<file path="src/hw/rtl/shcc_pkg.sv">
// Shared types and constants of the save image header CRC checker.
// Used by every other file of the block except shcc_fifo; depends on nothing.
`default_nettype none

package shcc_pkg;

   // Defaults of the top level parameters.
   localparam int MAX_PAYLOAD_BYTES_DEF = 16384;
   localparam int HEADER_BYTES_DEF      = 32;

   // Depths of the queue between the two halves and of the result queue.
   localparam int MID_DEPTH = 2;
   localparam int OUT_DEPTH = 2;

   // Configuration register indexes.
   localparam int CSR_IDX_W = 1;
   localparam logic [CSR_IDX_W-1:0] CSR_VERSION      = 1'd0;
   localparam logic [CSR_IDX_W-1:0] CSR_PAYLOAD_SIZE = 1'd1;

   localparam logic [31:0] CSR_VERSION_RST      = 32'd1;
   localparam logic [14:0] CSR_PAYLOAD_SIZE_RST = 15'd16352;

   // The fixed header fields all end before this byte position.
   localparam int HDR_FIELD_END = 24;

   // Failure reason codes, in the order the checks are applied.
   localparam logic [2:0] REASON_OK      = 3'd0;
   localparam logic [2:0] REASON_MAGIC   = 3'd1;
   localparam logic [2:0] REASON_VERSION = 3'd2;
   localparam logic [2:0] REASON_SIZE    = 3'd3;
   localparam logic [2:0] REASON_CRC     = 3'd4;

   // One classified byte handed from the front to the back.
   typedef struct packed {
      logic [7:0] data;
      logic       start;
      logic [4:0] hdr_pos;
      logic       in_header;
      logic       is_payload;
      logic       last;
   } entry_type;

   // One verdict.
   typedef struct packed {
      logic        image_valid;
      logic [2:0]  fail_reason;
      logic [31:0] boot_count;
      logic [31:0] stored_crc;
      logic [31:0] computed_crc;
   } result_type;

endpackage

`default_nettype wire

</file>
<file path="src/hw/rtl/save_image_header_crc_checker_unit.sv">
// Top level of the save image header CRC checker: configuration registers,
// front and back halves and their queues. Depends on shcc_pkg and all shcc_ modules.
`default_nettype none

// Channel    Ports                                   Direction  Beat accepted when
// request    req_push, req_full, req_data_byte,      in         req_push && !req_full
//            req_start_of_image
// response   rsp_pop, rsp_empty, rsp_image_valid,    out        rsp_pop && !rsp_empty
//            rsp_fail_reason, rsp_boot_count,
//            rsp_stored_crc, rsp_computed_crc
// config     csr_we, csr_index, csr_wdata            in         csr_we
//
// The block takes one byte per cycle while req_full is low. The figure is set by the
// bytewise CRC update in the back half, which finishes one byte each cycle.
// A verdict appears on the response ports once the back half has read the final
// byte from the middle queue and written the verdict into the result queue; a full
// result queue holds that final byte in the middle queue until room frees up.
// Reset is synchronous and active high; it restores the register defaults and
// leaves the block waiting for a start byte. No clearing pass follows reset.
// When the result queue is full, the back half holds only a final byte, and the
// front keeps taking bytes until the small middle queue also fills.

module save_image_header_crc_checker_unit
   import shcc_pkg::*;
#(
   parameter int MAX_PAYLOAD_BYTES = MAX_PAYLOAD_BYTES_DEF,
   parameter int HEADER_BYTES      = HEADER_BYTES_DEF
) (
   input  wire logic                 clock,
   input  wire logic                 reset,
   input  wire logic                 req_push,
   output logic                      req_full,
   input  wire logic [7:0]           req_data_byte,
   input  wire logic                 req_start_of_image,
   input  wire logic                 rsp_pop,
   output logic                      rsp_empty,
   output logic                      rsp_image_valid,
   output logic [2:0]                rsp_fail_reason,
   output logic [31:0]               rsp_boot_count,
   output logic [31:0]               rsp_stored_crc,
   output logic [31:0]               rsp_computed_crc,
   input  wire logic                 csr_we,
   input  wire logic [CSR_IDX_W-1:0] csr_index,
   input  wire logic [31:0]          csr_wdata
);

   localparam int LEN_W = $clog2(MAX_PAYLOAD_BYTES + 1);

   // Configuration registers.
   logic [31:0]      version_ff;
   logic [14:0]      size_ff;
   logic [LEN_W-1:0] payload_len;

   always_ff @(posedge clock) begin
      if (reset) begin
         version_ff <= CSR_VERSION_RST;
         size_ff    <= CSR_PAYLOAD_SIZE_RST;
      end else if (csr_we) begin
         case (csr_index)
            CSR_VERSION:      version_ff <= csr_wdata;
            CSR_PAYLOAD_SIZE: size_ff    <= csr_wdata[14:0];
            default:          version_ff <= version_ff;
         endcase
      end
   end

   // The payload length is the size register held within one and the maximum.
   // Both the image length and the header size check use this value.
   always_comb begin
      if (size_ff == '0) begin
         payload_len = LEN_W'(1);
      end else if (32'(size_ff) > 32'(MAX_PAYLOAD_BYTES)) begin
         payload_len = LEN_W'(MAX_PAYLOAD_BYTES);
      end else begin
         payload_len = LEN_W'(size_ff);
      end
   end

   // Front half and the queue to the back half.
   logic       mid_push, mid_full, mid_pop, mid_empty;
   entry_type  front_entry, back_entry;

   assign req_full = mid_full;

   shcc_front #(
      .MAX_PAYLOAD_BYTES (MAX_PAYLOAD_BYTES),
      .HEADER_BYTES      (HEADER_BYTES),
      .LEN_W             (LEN_W)
   ) u_front (
      .clock          (clock),
      .reset          (reset),
      .push           (req_push),
      .data_byte      (req_data_byte),
      .start_of_image (req_start_of_image),
      .payload_len    (payload_len),
      .mid_full       (mid_full),
      .mid_push       (mid_push),
      .mid_entry      (front_entry)
   );

   shcc_fifo #(
      .WIDTH ($bits(entry_type)),
      .DEPTH (MID_DEPTH)
   ) u_mid_fifo (
      .clock (clock),
      .reset (reset),
      .push  (mid_push),
      .wdata (front_entry),
      .full  (mid_full),
      .pop   (mid_pop),
      .rdata (back_entry),
      .empty (mid_empty)
   );

   // Back half and the result queue.
   logic       out_push, out_full;
   result_type back_result, rsp_result;

   shcc_back #(
      .MAX_PAYLOAD_BYTES (MAX_PAYLOAD_BYTES),
      .LEN_W             (LEN_W)
   ) u_back (
      .clock            (clock),
      .reset            (reset),
      .mid_empty        (mid_empty),
      .mid_entry        (back_entry),
      .mid_pop          (mid_pop),
      .expected_version (version_ff),
      .payload_len      (payload_len),
      .out_full         (out_full),
      .out_push         (out_push),
      .out_data         (back_result)
   );

   shcc_fifo #(
      .WIDTH ($bits(result_type)),
      .DEPTH (OUT_DEPTH)
   ) u_out_fifo (
      .clock (clock),
      .reset (reset),
      .push  (out_push),
      .wdata (back_result),
      .full  (out_full),
      .pop   (rsp_pop),
      .rdata (rsp_result),
      .empty (rsp_empty)
   );

   assign rsp_image_valid  = rsp_result.image_valid;
   assign rsp_fail_reason  = rsp_result.fail_reason;
   assign rsp_boot_count   = rsp_result.boot_count;
   assign rsp_stored_crc   = rsp_result.stored_crc;
   assign rsp_computed_crc = rsp_result.computed_crc;

endmodule

`default_nettype wire

</file>
<file path="src/hw/rtl/shcc_fifo.sv">
// Small first-in first-out queue with queue-style push/full, pop/empty ports.
// Generic; depends on no package.
`default_nettype none

module shcc_fifo #(
   parameter int WIDTH = 8,
   parameter int DEPTH = 2
) (
   input  wire logic             clock,
   input  wire logic             reset,
   input  wire logic             push,
   input  wire logic [WIDTH-1:0] wdata,
   output logic                  full,
   input  wire logic             pop,
   output logic [WIDTH-1:0]      rdata,
   output logic                  empty
);

   localparam int PTR_W = (DEPTH > 1) ? $clog2(DEPTH) : 1;
   localparam int CNT_W = $clog2(DEPTH + 1);

   logic [WIDTH-1:0] mem_ff [DEPTH];
   logic [PTR_W-1:0] wptr_ff, wptr_in, rptr_ff, rptr_in;
   logic [CNT_W-1:0] count_ff, count_in;
   logic             do_push, do_pop;

   assign full    = (count_ff == CNT_W'(DEPTH));
   assign empty   = (count_ff == '0);
   assign do_push = push && !full;
   assign do_pop  = pop && !empty;
   assign rdata   = mem_ff[rptr_ff];

   always_comb begin
      wptr_in  = wptr_ff;
      rptr_in  = rptr_ff;
      count_in = count_ff;
      if (do_push) begin
         wptr_in = (wptr_ff == PTR_W'(DEPTH - 1)) ? '0 : wptr_ff + 1'b1;
      end
      if (do_pop) begin
         rptr_in = (rptr_ff == PTR_W'(DEPTH - 1)) ? '0 : rptr_ff + 1'b1;
      end
      if (do_push && !do_pop) begin
         count_in = count_ff + 1'b1;
      end else if (do_pop && !do_push) begin
         count_in = count_ff - 1'b1;
      end
   end

   always_ff @(posedge clock) begin
      if (reset) begin
         wptr_ff  <= '0;
         rptr_ff  <= '0;
         count_ff <= '0;
      end else begin
         wptr_ff  <= wptr_in;
         rptr_ff  <= rptr_in;
         count_ff <= count_in;
      end
   end

   always_ff @(posedge clock) begin
      if (do_push) begin
         mem_ff[wptr_ff] <= wdata;
      end
   end

endmodule

`default_nettype wire

</file>
<file path="src/hw/rtl/shcc_front.sv">
// Front half: tracks the byte position of the image and classifies each byte.
// Depends on shcc_pkg.
`default_nettype none

module shcc_front
   import shcc_pkg::*;
#(
   parameter int MAX_PAYLOAD_BYTES = MAX_PAYLOAD_BYTES_DEF,
   parameter int HEADER_BYTES      = HEADER_BYTES_DEF,
   parameter int LEN_W             = $clog2(MAX_PAYLOAD_BYTES + 1)
) (
   input  wire logic             clock,
   input  wire logic             reset,
   input  wire logic             push,
   input  wire logic [7:0]       data_byte,
   input  wire logic             start_of_image,
   input  wire logic [LEN_W-1:0] payload_len,
   input  wire logic             mid_full,
   output logic                  mid_push,
   output entry_type             mid_entry
);

   localparam int POS_W = $clog2(HEADER_BYTES + MAX_PAYLOAD_BYTES + 1);

   logic [POS_W-1:0] pos_ff, pos_in, pos_cur, pos_next, end_pos;
   logic             done_ff, done_in;
   logic             take, active, last;

   assign take     = push && !mid_full;
   assign active   = start_of_image || !done_ff;
   assign pos_cur  = start_of_image ? '0 : pos_ff;
   assign pos_next = pos_cur + 1'b1;
   assign end_pos  = POS_W'(HEADER_BYTES) + POS_W'(payload_len);
   assign last     = (pos_next >= end_pos);
   assign mid_push = take && active;

   always_comb begin
      mid_entry.data       = data_byte;
      mid_entry.start      = start_of_image;
      mid_entry.hdr_pos    = pos_cur[4:0];
      mid_entry.in_header  = (pos_cur < POS_W'(HDR_FIELD_END));
      mid_entry.is_payload = (pos_cur >= POS_W'(HEADER_BYTES));
      mid_entry.last       = last;
   end

   always_comb begin
      pos_in  = pos_ff;
      done_in = done_ff;
      if (take && active) begin
         pos_in  = pos_next;
         done_in = last;
      end
   end

   always_ff @(posedge clock) begin
      if (reset) begin
         pos_ff  <= '0;
         done_ff <= 1'b1;
      end else begin
         pos_ff  <= pos_in;
         done_ff <= done_in;
      end
   end

endmodule

`default_nettype wire

</file>
<file path="src/hw/rtl/shcc_back.sv">
// Back half: captures the header words, runs the payload CRC and forms the verdict.
// Depends on shcc_pkg.
`default_nettype none

module shcc_back
   import shcc_pkg::*;
#(
   parameter int MAX_PAYLOAD_BYTES = MAX_PAYLOAD_BYTES_DEF,
   parameter int LEN_W             = $clog2(MAX_PAYLOAD_BYTES + 1)
) (
   input  wire logic             clock,
   input  wire logic             reset,
   input  wire logic             mid_empty,
   input  wire entry_type        mid_entry,
   output logic                  mid_pop,
   input  wire logic [31:0]      expected_version,
   input  wire logic [LEN_W-1:0] payload_len,
   input  wire logic             out_full,
   output logic                  out_push,
   output result_type            out_data
);

   localparam logic [31:0] CRC_POLY = 32'hEDB88320;

   function automatic logic [31:0] crc_byte(input logic [31:0] crc, input logic [7:0] b);
      logic [31:0] c;
      c = crc ^ {24'd0, b};
      for (int k = 0; k < 8; k++) begin
         c = c[0] ? ((c >> 1) ^ CRC_POLY) : (c >> 1);
      end
      return c;
   endfunction

   function automatic logic [31:0] put_lane(input logic [31:0] word, input logic [1:0] lane,
                                            input logic [7:0] b);
      logic [31:0] w;
      w = word;
      case (lane)
         2'd0:    w[7:0]   = b;
         2'd1:    w[15:8]  = b;
         2'd2:    w[23:16] = b;
         2'd3:    w[31:24] = b;
         default: w = word;
      endcase
      return w;
   endfunction

   function automatic logic [7:0] magic_byte(input logic [2:0] idx);
      logic [7:0] m;
      case (idx)
         3'd0:    m = "W";
         3'd1:    m = "C";
         3'd2:    m = "1";
         3'd3:    m = "S";
         3'd4:    m = "A";
         3'd5:    m = "V";
         3'd6:    m = "E";
         default: m = 8'd0;
      endcase
      return m;
   endfunction

   logic        magic_ok_ff, magic_ok_in, magic_base;
   logic [31:0] version_ff, version_in, version_base;
   logic [31:0] size_ff, size_in, size_base;
   logic [31:0] counter_ff, counter_in, counter_base;
   logic [31:0] hcrc_ff, hcrc_in, hcrc_base;
   logic [31:0] crc_ff, crc_in, crc_base;
   logic [31:0] computed;
   logic [2:0]  reason;
   logic        go;

   assign go      = !mid_empty && (!mid_entry.last || !out_full);
   assign mid_pop = go;

   always_comb begin
      // A start byte begins from a cleared image.
      magic_base   = mid_entry.start ? 1'b1 : magic_ok_ff;
      version_base = mid_entry.start ? '0 : version_ff;
      size_base    = mid_entry.start ? '0 : size_ff;
      counter_base = mid_entry.start ? '0 : counter_ff;
      hcrc_base    = mid_entry.start ? '0 : hcrc_ff;
      crc_base     = mid_entry.start ? '1 : crc_ff;

      magic_ok_in = magic_base;
      version_in  = version_base;
      size_in     = size_base;
      counter_in  = counter_base;
      hcrc_in     = hcrc_base;
      crc_in      = crc_base;

      if (mid_entry.in_header) begin
         case (mid_entry.hdr_pos[4:2])
            3'd0, 3'd1: begin
               if (mid_entry.data != magic_byte(mid_entry.hdr_pos[2:0])) begin
                  magic_ok_in = 1'b0;
               end
            end
            3'd2:    version_in = put_lane(version_base, mid_entry.hdr_pos[1:0], mid_entry.data);
            3'd3:    size_in    = put_lane(size_base, mid_entry.hdr_pos[1:0], mid_entry.data);
            3'd4:    counter_in = put_lane(counter_base, mid_entry.hdr_pos[1:0], mid_entry.data);
            3'd5:    hcrc_in    = put_lane(hcrc_base, mid_entry.hdr_pos[1:0], mid_entry.data);
            default: magic_ok_in = magic_base;
         endcase
      end
      if (mid_entry.is_payload) begin
         crc_in = crc_byte(crc_base, mid_entry.data);
      end

      computed = ~crc_in;
      if (!magic_ok_in) begin
         reason = REASON_MAGIC;
      end else if (version_in != expected_version) begin
         reason = REASON_VERSION;
      end else if (size_in != 32'(payload_len)) begin
         reason = REASON_SIZE;
      end else if (computed != hcrc_in) begin
         reason = REASON_CRC;
      end else begin
         reason = REASON_OK;
      end

      out_data.image_valid  = (reason == REASON_OK);
      out_data.fail_reason  = reason;
      out_data.boot_count   = counter_in;
      out_data.stored_crc   = hcrc_in;
      out_data.computed_crc = computed;
   end

   assign out_push = go && mid_entry.last;

   always_ff @(posedge clock) begin
      if (reset) begin
         magic_ok_ff <= 1'b1;
         version_ff  <= '0;
         size_ff     <= '0;
         counter_ff  <= '0;
         hcrc_ff     <= '0;
         crc_ff      <= '1;
      end else if (go) begin
         magic_ok_ff <= magic_ok_in;
         version_ff  <= version_in;
         size_ff     <= size_in;
         counter_ff  <= counter_in;
         hcrc_ff     <= hcrc_in;
         crc_ff      <= crc_in;
      end
   end

   // A verdict is never offered to a full result queue.
   assert property (@(posedge clock) disable iff (reset) out_push |-> !out_full)
      else $error("verdict pushed into full result queue");

   // A passing verdict carries matching CRC words.
   assert property (@(posedge clock) disable iff (reset)
      (out_push && out_data.fail_reason == REASON_OK) |->
         (out_data.computed_crc == out_data.stored_crc && out_data.image_valid))
      else $error("ok verdict with mismatched CRC");

   // The start byte of an image is a magic byte, so the header words restart at zero.
   assert property (@(posedge clock) disable iff (reset)
      (go && mid_entry.start) |=>
         (version_ff == '0 && counter_ff == '0 && hcrc_ff == '0 && crc_ff == '1))
      else $error("header state not cleared by start byte");

endmodule

`default_nettype wire

</file>
<file path="config.mk">
export PLATFORM = sky130hd
export DESIGN_NAME = save_image_header_crc_checker_unit
export DESIGN_NICKNAME = d
export VERILOG_FILES = /design/src/hw/rtl/shcc_pkg.sv /design/src/hw/rtl/save_image_header_crc_checker_unit.sv /design/src/hw/rtl/shcc_fifo.sv /design/src/hw/rtl/shcc_front.sv /design/src/hw/rtl/shcc_back.sv
export SDC_FILE = /design/constraint.sdc
export NUM_CORES = 1
export LEC_CHECK = 0
export ABC_AREA = 0
export BUFFER_PORTS_ARGS = -buffer_cell sky130_fd_sc_hd__buf_2
export CAP_MARGIN = 20
export CORE_ASPECT_RATIO = 1.4
export CORE_MARGIN = 2
export CORE_UTILIZATION = 46
export CTS_CLUSTER_SIZE = 40
export DETAILED_ROUTE_END_ITERATION = 10
export PLACE_DENSITY = 0.68
export SLEW_MARGIN = 20
export SYNTH_ARGS = -nofsm -noshare
export SYNTH_HDL_FRONTEND = slang
export SYNTH_HIERARCHICAL = 1
export SYNTH_SLANG_ARGS = --single-unit
export TNS_END_PERCENT = 20
</file>
<file path="constraint.sdc">
create_clock -name clock -period 9.15 [get_ports clock]
set_clock_uncertainty 0.15 [all_clocks]
set_input_delay 0 -clock clock [delete_from_list [all_inputs] [get_ports clock]]
set_output_delay 0 -clock clock [all_outputs]
set_load 0.005 [all_outputs]
</file>
-- Yosys cells after proc, flatten, opt, wreduce, memory -nomap -nowiden
Memories as Yosys holds them, arrays and structs flattened. A register that Yosys moved wholly into a read port is not among the register bits.
Cells that the tools add are included.
Widths: inputs -> output; s select.
- memories: 2
- bits in writable memories: 234
- input bits: 47
- latch bits: 0
- bits in registers: 232
- output and inout port bits: 102
- bits in read-only memories: 0
- word-level logic and storage cells: 167
- memories (memory ; depth ; width ; read ports ; clocked after Yosys merged registers in ; write ports ; line ; RTL):
    u_out_fifo.mem_ff ; 2 ; 100 ; 1 ; 1 ; 1 ; shcc_fifo.sv:22 ; logic [WIDTH-1:0] mem_ff [DEPTH];
    u_mid_fifo.mem_ff ; 2 ; 17 ; 1 ; 1 ; 1 ; shcc_fifo.sv:22 ;
- $add $sub $neg: 10
- reduce and logical (&&, ||, !) cells: 36
- magnitude comparators: 4
- bitwise operators: 11
- multipliers: 0
- equality and inequality tests: 20
- divide/modulo/power cells: 0
- shift operators: 0
- mux-type cells: 68
- operators with widths (cell ; count):
    $mux 32 ; 22
    $mux 8 ; 18
    $not 13->14 ; 8
    $ne 32x32->1 ; 2
    $pmux 7 s7 ; 1
    $mux 15 ; 3
    $ne 32x15->1 ; 1
    $not 32->32 ; 1
    $xor 32x8->32 ; 1
    $mux 1 ; 16
    $add 15x1->15 const B ; 1
    $add 6x15->15 const A ; 1
    $eq 3x3->1 const B ; 5
    $ge 15x15->1 ; 1
    $ge 15x6->1 const B ; 1
    $gt 15x15->1 const B ; 1
    $logic_not 15->1 ; 1
    $lt 15x5->1 const B ; 1
    $eq 3x2->1 const B ; 4
    $logic_and 1x1->1 ; 12
    $mux 3 ; 4
    $logic_not 1->1 ; 10
    $logic_not 3->1 ; 3
    $eq 2x2->1 const B ; 4
    other kinds (13) ; 27

-- Longest topological paths before layout
- depth in word-level cells: 26
- depth in mapped cells: 16
- gate-level depth less buffers: 11

-- Hierarchy
The synthesis kept the hierarchy.
- by module, submodules not included (module ; area an instance (um^2) ; cells an instance ; times used ; sequential area each (um^2)):
    shcc_back ; 10961.8 ; 1426 ; 1 ; 3223.1
    shcc_fifo (u_out_fifo) ; 7429.6 ; 336 ; 1 ; 6105.9
    save_image_header_crc_checker_unit ; 1845.5 ; 228 ; 1 ; 940.9
    shcc_front ; 1717.9 ; 235 ; 1 ; 320.3
    shcc_fifo (u_mid_fifo) ; 1442.6 ; 78 ; 1 ; 1121.1

-- Worst setup path after synthesis
Ideal clock, no wire load.
- path kind: register to register
- start point: register with a tool-made name
- end point: memory u_out_fifo/mem_ff[1][0] in the netlist's numbering, enable pin
- slack: 4.304 ns
- setup time: 0.470 ns
- data arrival time: 4.225 ns
- clock period less this slack: 4.846 ns
- stages on the path, launching flop included: 11
- buffers on the path: 3
- data required time: 8.530 ns
- cells stage by stage: dfxtp_1 -> buf_4 -> mux2_2 -> a21o_1 -> inv_1 -> clkbuf_1 -> clkbuf_1 -> and2_1 -> inv_1 -> nor2_1 -> and2_1
- RTL lines (element ; line):
    end: declaration ; shcc_fifo.sv:22

==> results.md <==
* Pwr dens at 348 nW/um^2
* Worst R2R End: u_out_fifo/mem_ff[1][98]$_DFFE_PP_
* Synth top area cells: edfxtp_1, dfxtp_1, mux2_2, nor2_1, xnor2_1
* Ys flop type: edfxtp_1
* GRT Util Overall at 0.243
* Seq cells post-synth at 468
* Yosys top cell by area: edfxtp_1
* Area of the core at 50100 um^2
* RSZ-0062 raised after global routing: no
* Full die area at 52700 um^2
* Die X at 195 um
* Htree depth at 2
* Clock period minus final worst setup slack at 5.35 ns
* VDD IR max at 0.000173 V
* WP data arrival at 5.49 ns
* Initial DRC Count at 1697
* HP Class: in -> reg
* WHS Path Cells at 2
* Crit path kind: reg -> reg
* IO Pins at 149
* Startpoint Class: register
* Asr flop ratio synth at 0
* Buffers on Ports at 148
* Post-synthesis sequential area ratio at 0.501
* Worst path max stage delay at 0.82 ns
* Count leader, synth: nor2_1
* Longest Clk Path Bufs at 3
* Final cycle utilization of the critical path at 0.585
* Starting density of the core at 0.467
* Via density at 5.90
* Worst path cell trace: mux2_4 > buf_4 > nor2_1 > xnor2_1 > xnor3_1 > xnor3_1 > xnor2_1 > a2111oi_0 > o211ai_1 > nor4_2 > a31oi_1
* Post-Route WL at 65.3 mm
* Slew Limit Headroom at 0.234
* Measured slew at the worst slew-check pin at 1.15 ns
* Cell row count at 97
* Clk root buf: clkbuf_16
* Distinct cells, synth at 87
* CTS resizes at 0
* Clock latency at the later pin of the worst-skew pair at 0.58 ns
* Final count of hold timing violations at 0
* Slowest CP cell: dfxtp_1
* Post-detail-place hpwl at 42.7 mm
* Pleak at 10.0 nW
* ANT nets after route at 0
* Hold Path End: u_mid_fifo/mem_ff[0][11]$_DFFE_PP_
* Number of inserted diodes at 0
* Crit end category: register
* DRC at 0
* Worst Path Required at 9.29 ns
* Post-synth EDFFs at 234
* Die height at 271 um
* Final Max Slew Viols at 0
* Max Cap Violations at 0
* Top cell type's share of synthesized area at 0.300
* Largest fanout on the critical path at 80
* TritonCTS clock tree: yes
* Reg2Reg Depth at 11
* CTS Hold Buffers Added at 80
* GP Congestion at 0.914
* Largest net degree at the start of global routing at 105
* Total power draw at 9.26 mW
* Vias in the first global route at 17700
* Post-CTS Setup Inserts at 0
* Worst R2R Setup Slack at 3.80 ns
* Hold_sp: req_data_byte[2]
* CTS buffer count at 47
* Fin util at 0.530
* Synth warn at 6
* Vias at 18200
* TritonRoute pass-1 iters at 8
* Synth cell count leaders: nor2_1, dfxtp_1, edfxtp_1
* Filler instances at 4384
* Syn nets at 2368
* Setup TNS at 0 ns
* First-pass GRT wire length at 101 mm
* Final setup viols at 0
* Avg Inst Size Synth at 10.2 um^2
* Synthesized instance count at 2303
* Share of cells above drive strength 1 at 0.171
* Routed len/inst at 21.1 um
* Initial antenna violation count at 0
* Run status: complete, no violations
* Peak Freq at 0.187 GHz
* TritonCTS Sinks at 468
* Syn-to-layout area delta at 13.6%
* Clock-pin slew on the worst setup and hold paths at 0.06 ns
* Total Nets Final at 2477
* Post-Synthesis Cell Area at 23400 um^2
* Total gr overflow at 0
## kinds of logic after synthesis
| group | count (synthesis) | synth area share |
|---|---|---|
| XOR/XNOR | 164 | 0.0727 |
| buffers and inverters | 255 | 0.0512 |
| AO/OA/AOI/OAI | 460 | 0.135 |
| multiplexers | 140 | 0.0667 |
| adder cells (fa/ha/maj) | 18 | 0.00963 |
| flip-flops | 468 | 0.501 |
| AND/OR/NAND/NOR | 798 | 0.164 |
## flip-flops by register name, summed over array words and instances, names as in the netlist, 2 cells and up, named ones only
| name | count |
|---|---|
| u_out_fifo/count_ff | 2 |
| u_mid_fifo/count_ff | 2 |
| u_back/counter_ff | 32 |
| u_back/hcrc_ff | 32 |
| size_ff | 15 |
| version_ff | 32 |
| u_out_fifo/mem_ff | 200 |
| u_mid_fifo/mem_ff | 34 |
| u_back/size_ff | 32 |
| u_back/version_ff | 32 |
| u_back/crc_ff | 32 |
| u_front/pos_ff | 15 |
## stage by stage
| step | hold slack [ns] | setup slack (ns) | cell area, um^2 | std cells |
|---|---|---|---|---|
| 3_5_place_dp | 0.0448 | 3.88 | 24200 | 2925 |
| 4_1_cts | 0.00591 | 3.89 | 26500 | 3093 |
| 6_report | 0.00901 | 3.80 | 26600 | 3094 |
| 5_1_grt | 0.0128 | 3.42 | 26600 | 3094 |
| 3_3_place_gp | 0.0416 | 4.06 | 24100 | 2924 |
| 2_1_floorplan | -0.0809 | 4.30 | 23400 | 2303 |
## final cells by class
| class | count | area, um^2 | area share |
|---|---|---|---|
| clock inverters | 20 | 255 | 0.00961 |
| clock buffers | 68 | 1330 | 0.0499 |
| well taps | 643 | 805 | 0.0303 |
| flip-flops and latches | 468 | 11700 | 0.441 |
| repair buffers | 245 | 1700 | 0.0641 |
| multi-input cells | 1580 | 10500 | 0.395 |
| inverters | 70 | 265 | 0.00998 |
## placed cells by master, fill, tap and decap left out, types with 18 or more instances in the layout
master         Yosys  routed
nor4_1            20      20
dfxtp_1          234     233
xor2_1            44      44
ha_1              18      18
a31o_2            33      33
edfxtp_1         234     234
mux2_2           117     116
nand3_1           35      35
a211oi_1          45      45
nor2b_1           48      47
a21oi_1           91      91
nand2_1          178     178
o211ai_1          50      50
and3_1            34      34
nor3_1            61      61
buf_2             39     147
inv_1             66      63
xnor2_1          101     101
clkbuf_16          0      47
dlygate4sd3_1      0      80
o21ai_0           55      55
a22oi_1           70      70
a31oi_1           40      40
or3_1             22      22
nor2_1           294     294
mux2i_1           22      22
## layer usage
| layer | share of wire | global-route usage |
|---|---|---|
| met5 | 0 | 0 |
| met4 | 0.042 | 0.107 |
| met3 | 0.053 | 0.0269 |
| met2 | 0.50 | 0.420 |
| met1 | 0.41 | 0.307 |
## worst max-delay path, delay by kind of cell (launching register included)
family	cells	cell delay, ns
xor gates and xnor gates	4	1.32
DFF	1	0.82
and+or+nand+nor	2	0.73
buffers and inverters	1	0.71
AOI/OAI and AO/OA	3	0.71
muxes	1	0.57
## worst max-delay path by stage
stage | start | endpoint | cells past startpoint
after floorplan | register | u_out_fifo/mem_ff[1][0]$_DFFE_PP_ | 10
after global placement | register | u_out_fifo/mem_ff[0][98]$_DFFE_PP_ | 11
after detailed placement | register | u_out_fifo/mem_ff[1][98]$_DFFE_PP_ | 11
after CTS | register | u_out_fifo/mem_ff[1][98]$_DFFE_PP_ | 11
after global routing | register | u_out_fifo/mem_ff[1][98]$_DFFE_PP_ | 11
final | register | u_out_fifo/mem_ff[1][98]$_DFFE_PP_ | 11
## report_power, final
part | switching (mW) | total, mW | internal, mW
combinational | 2.57 | 4.20 | 1.64
sequential | 0.282 | 3.09 | 2.80
clock | 0.837 | 1.97 | 1.13
total | 3.68 | 9.26 | 5.57
(Power assumes the default switching activity.)
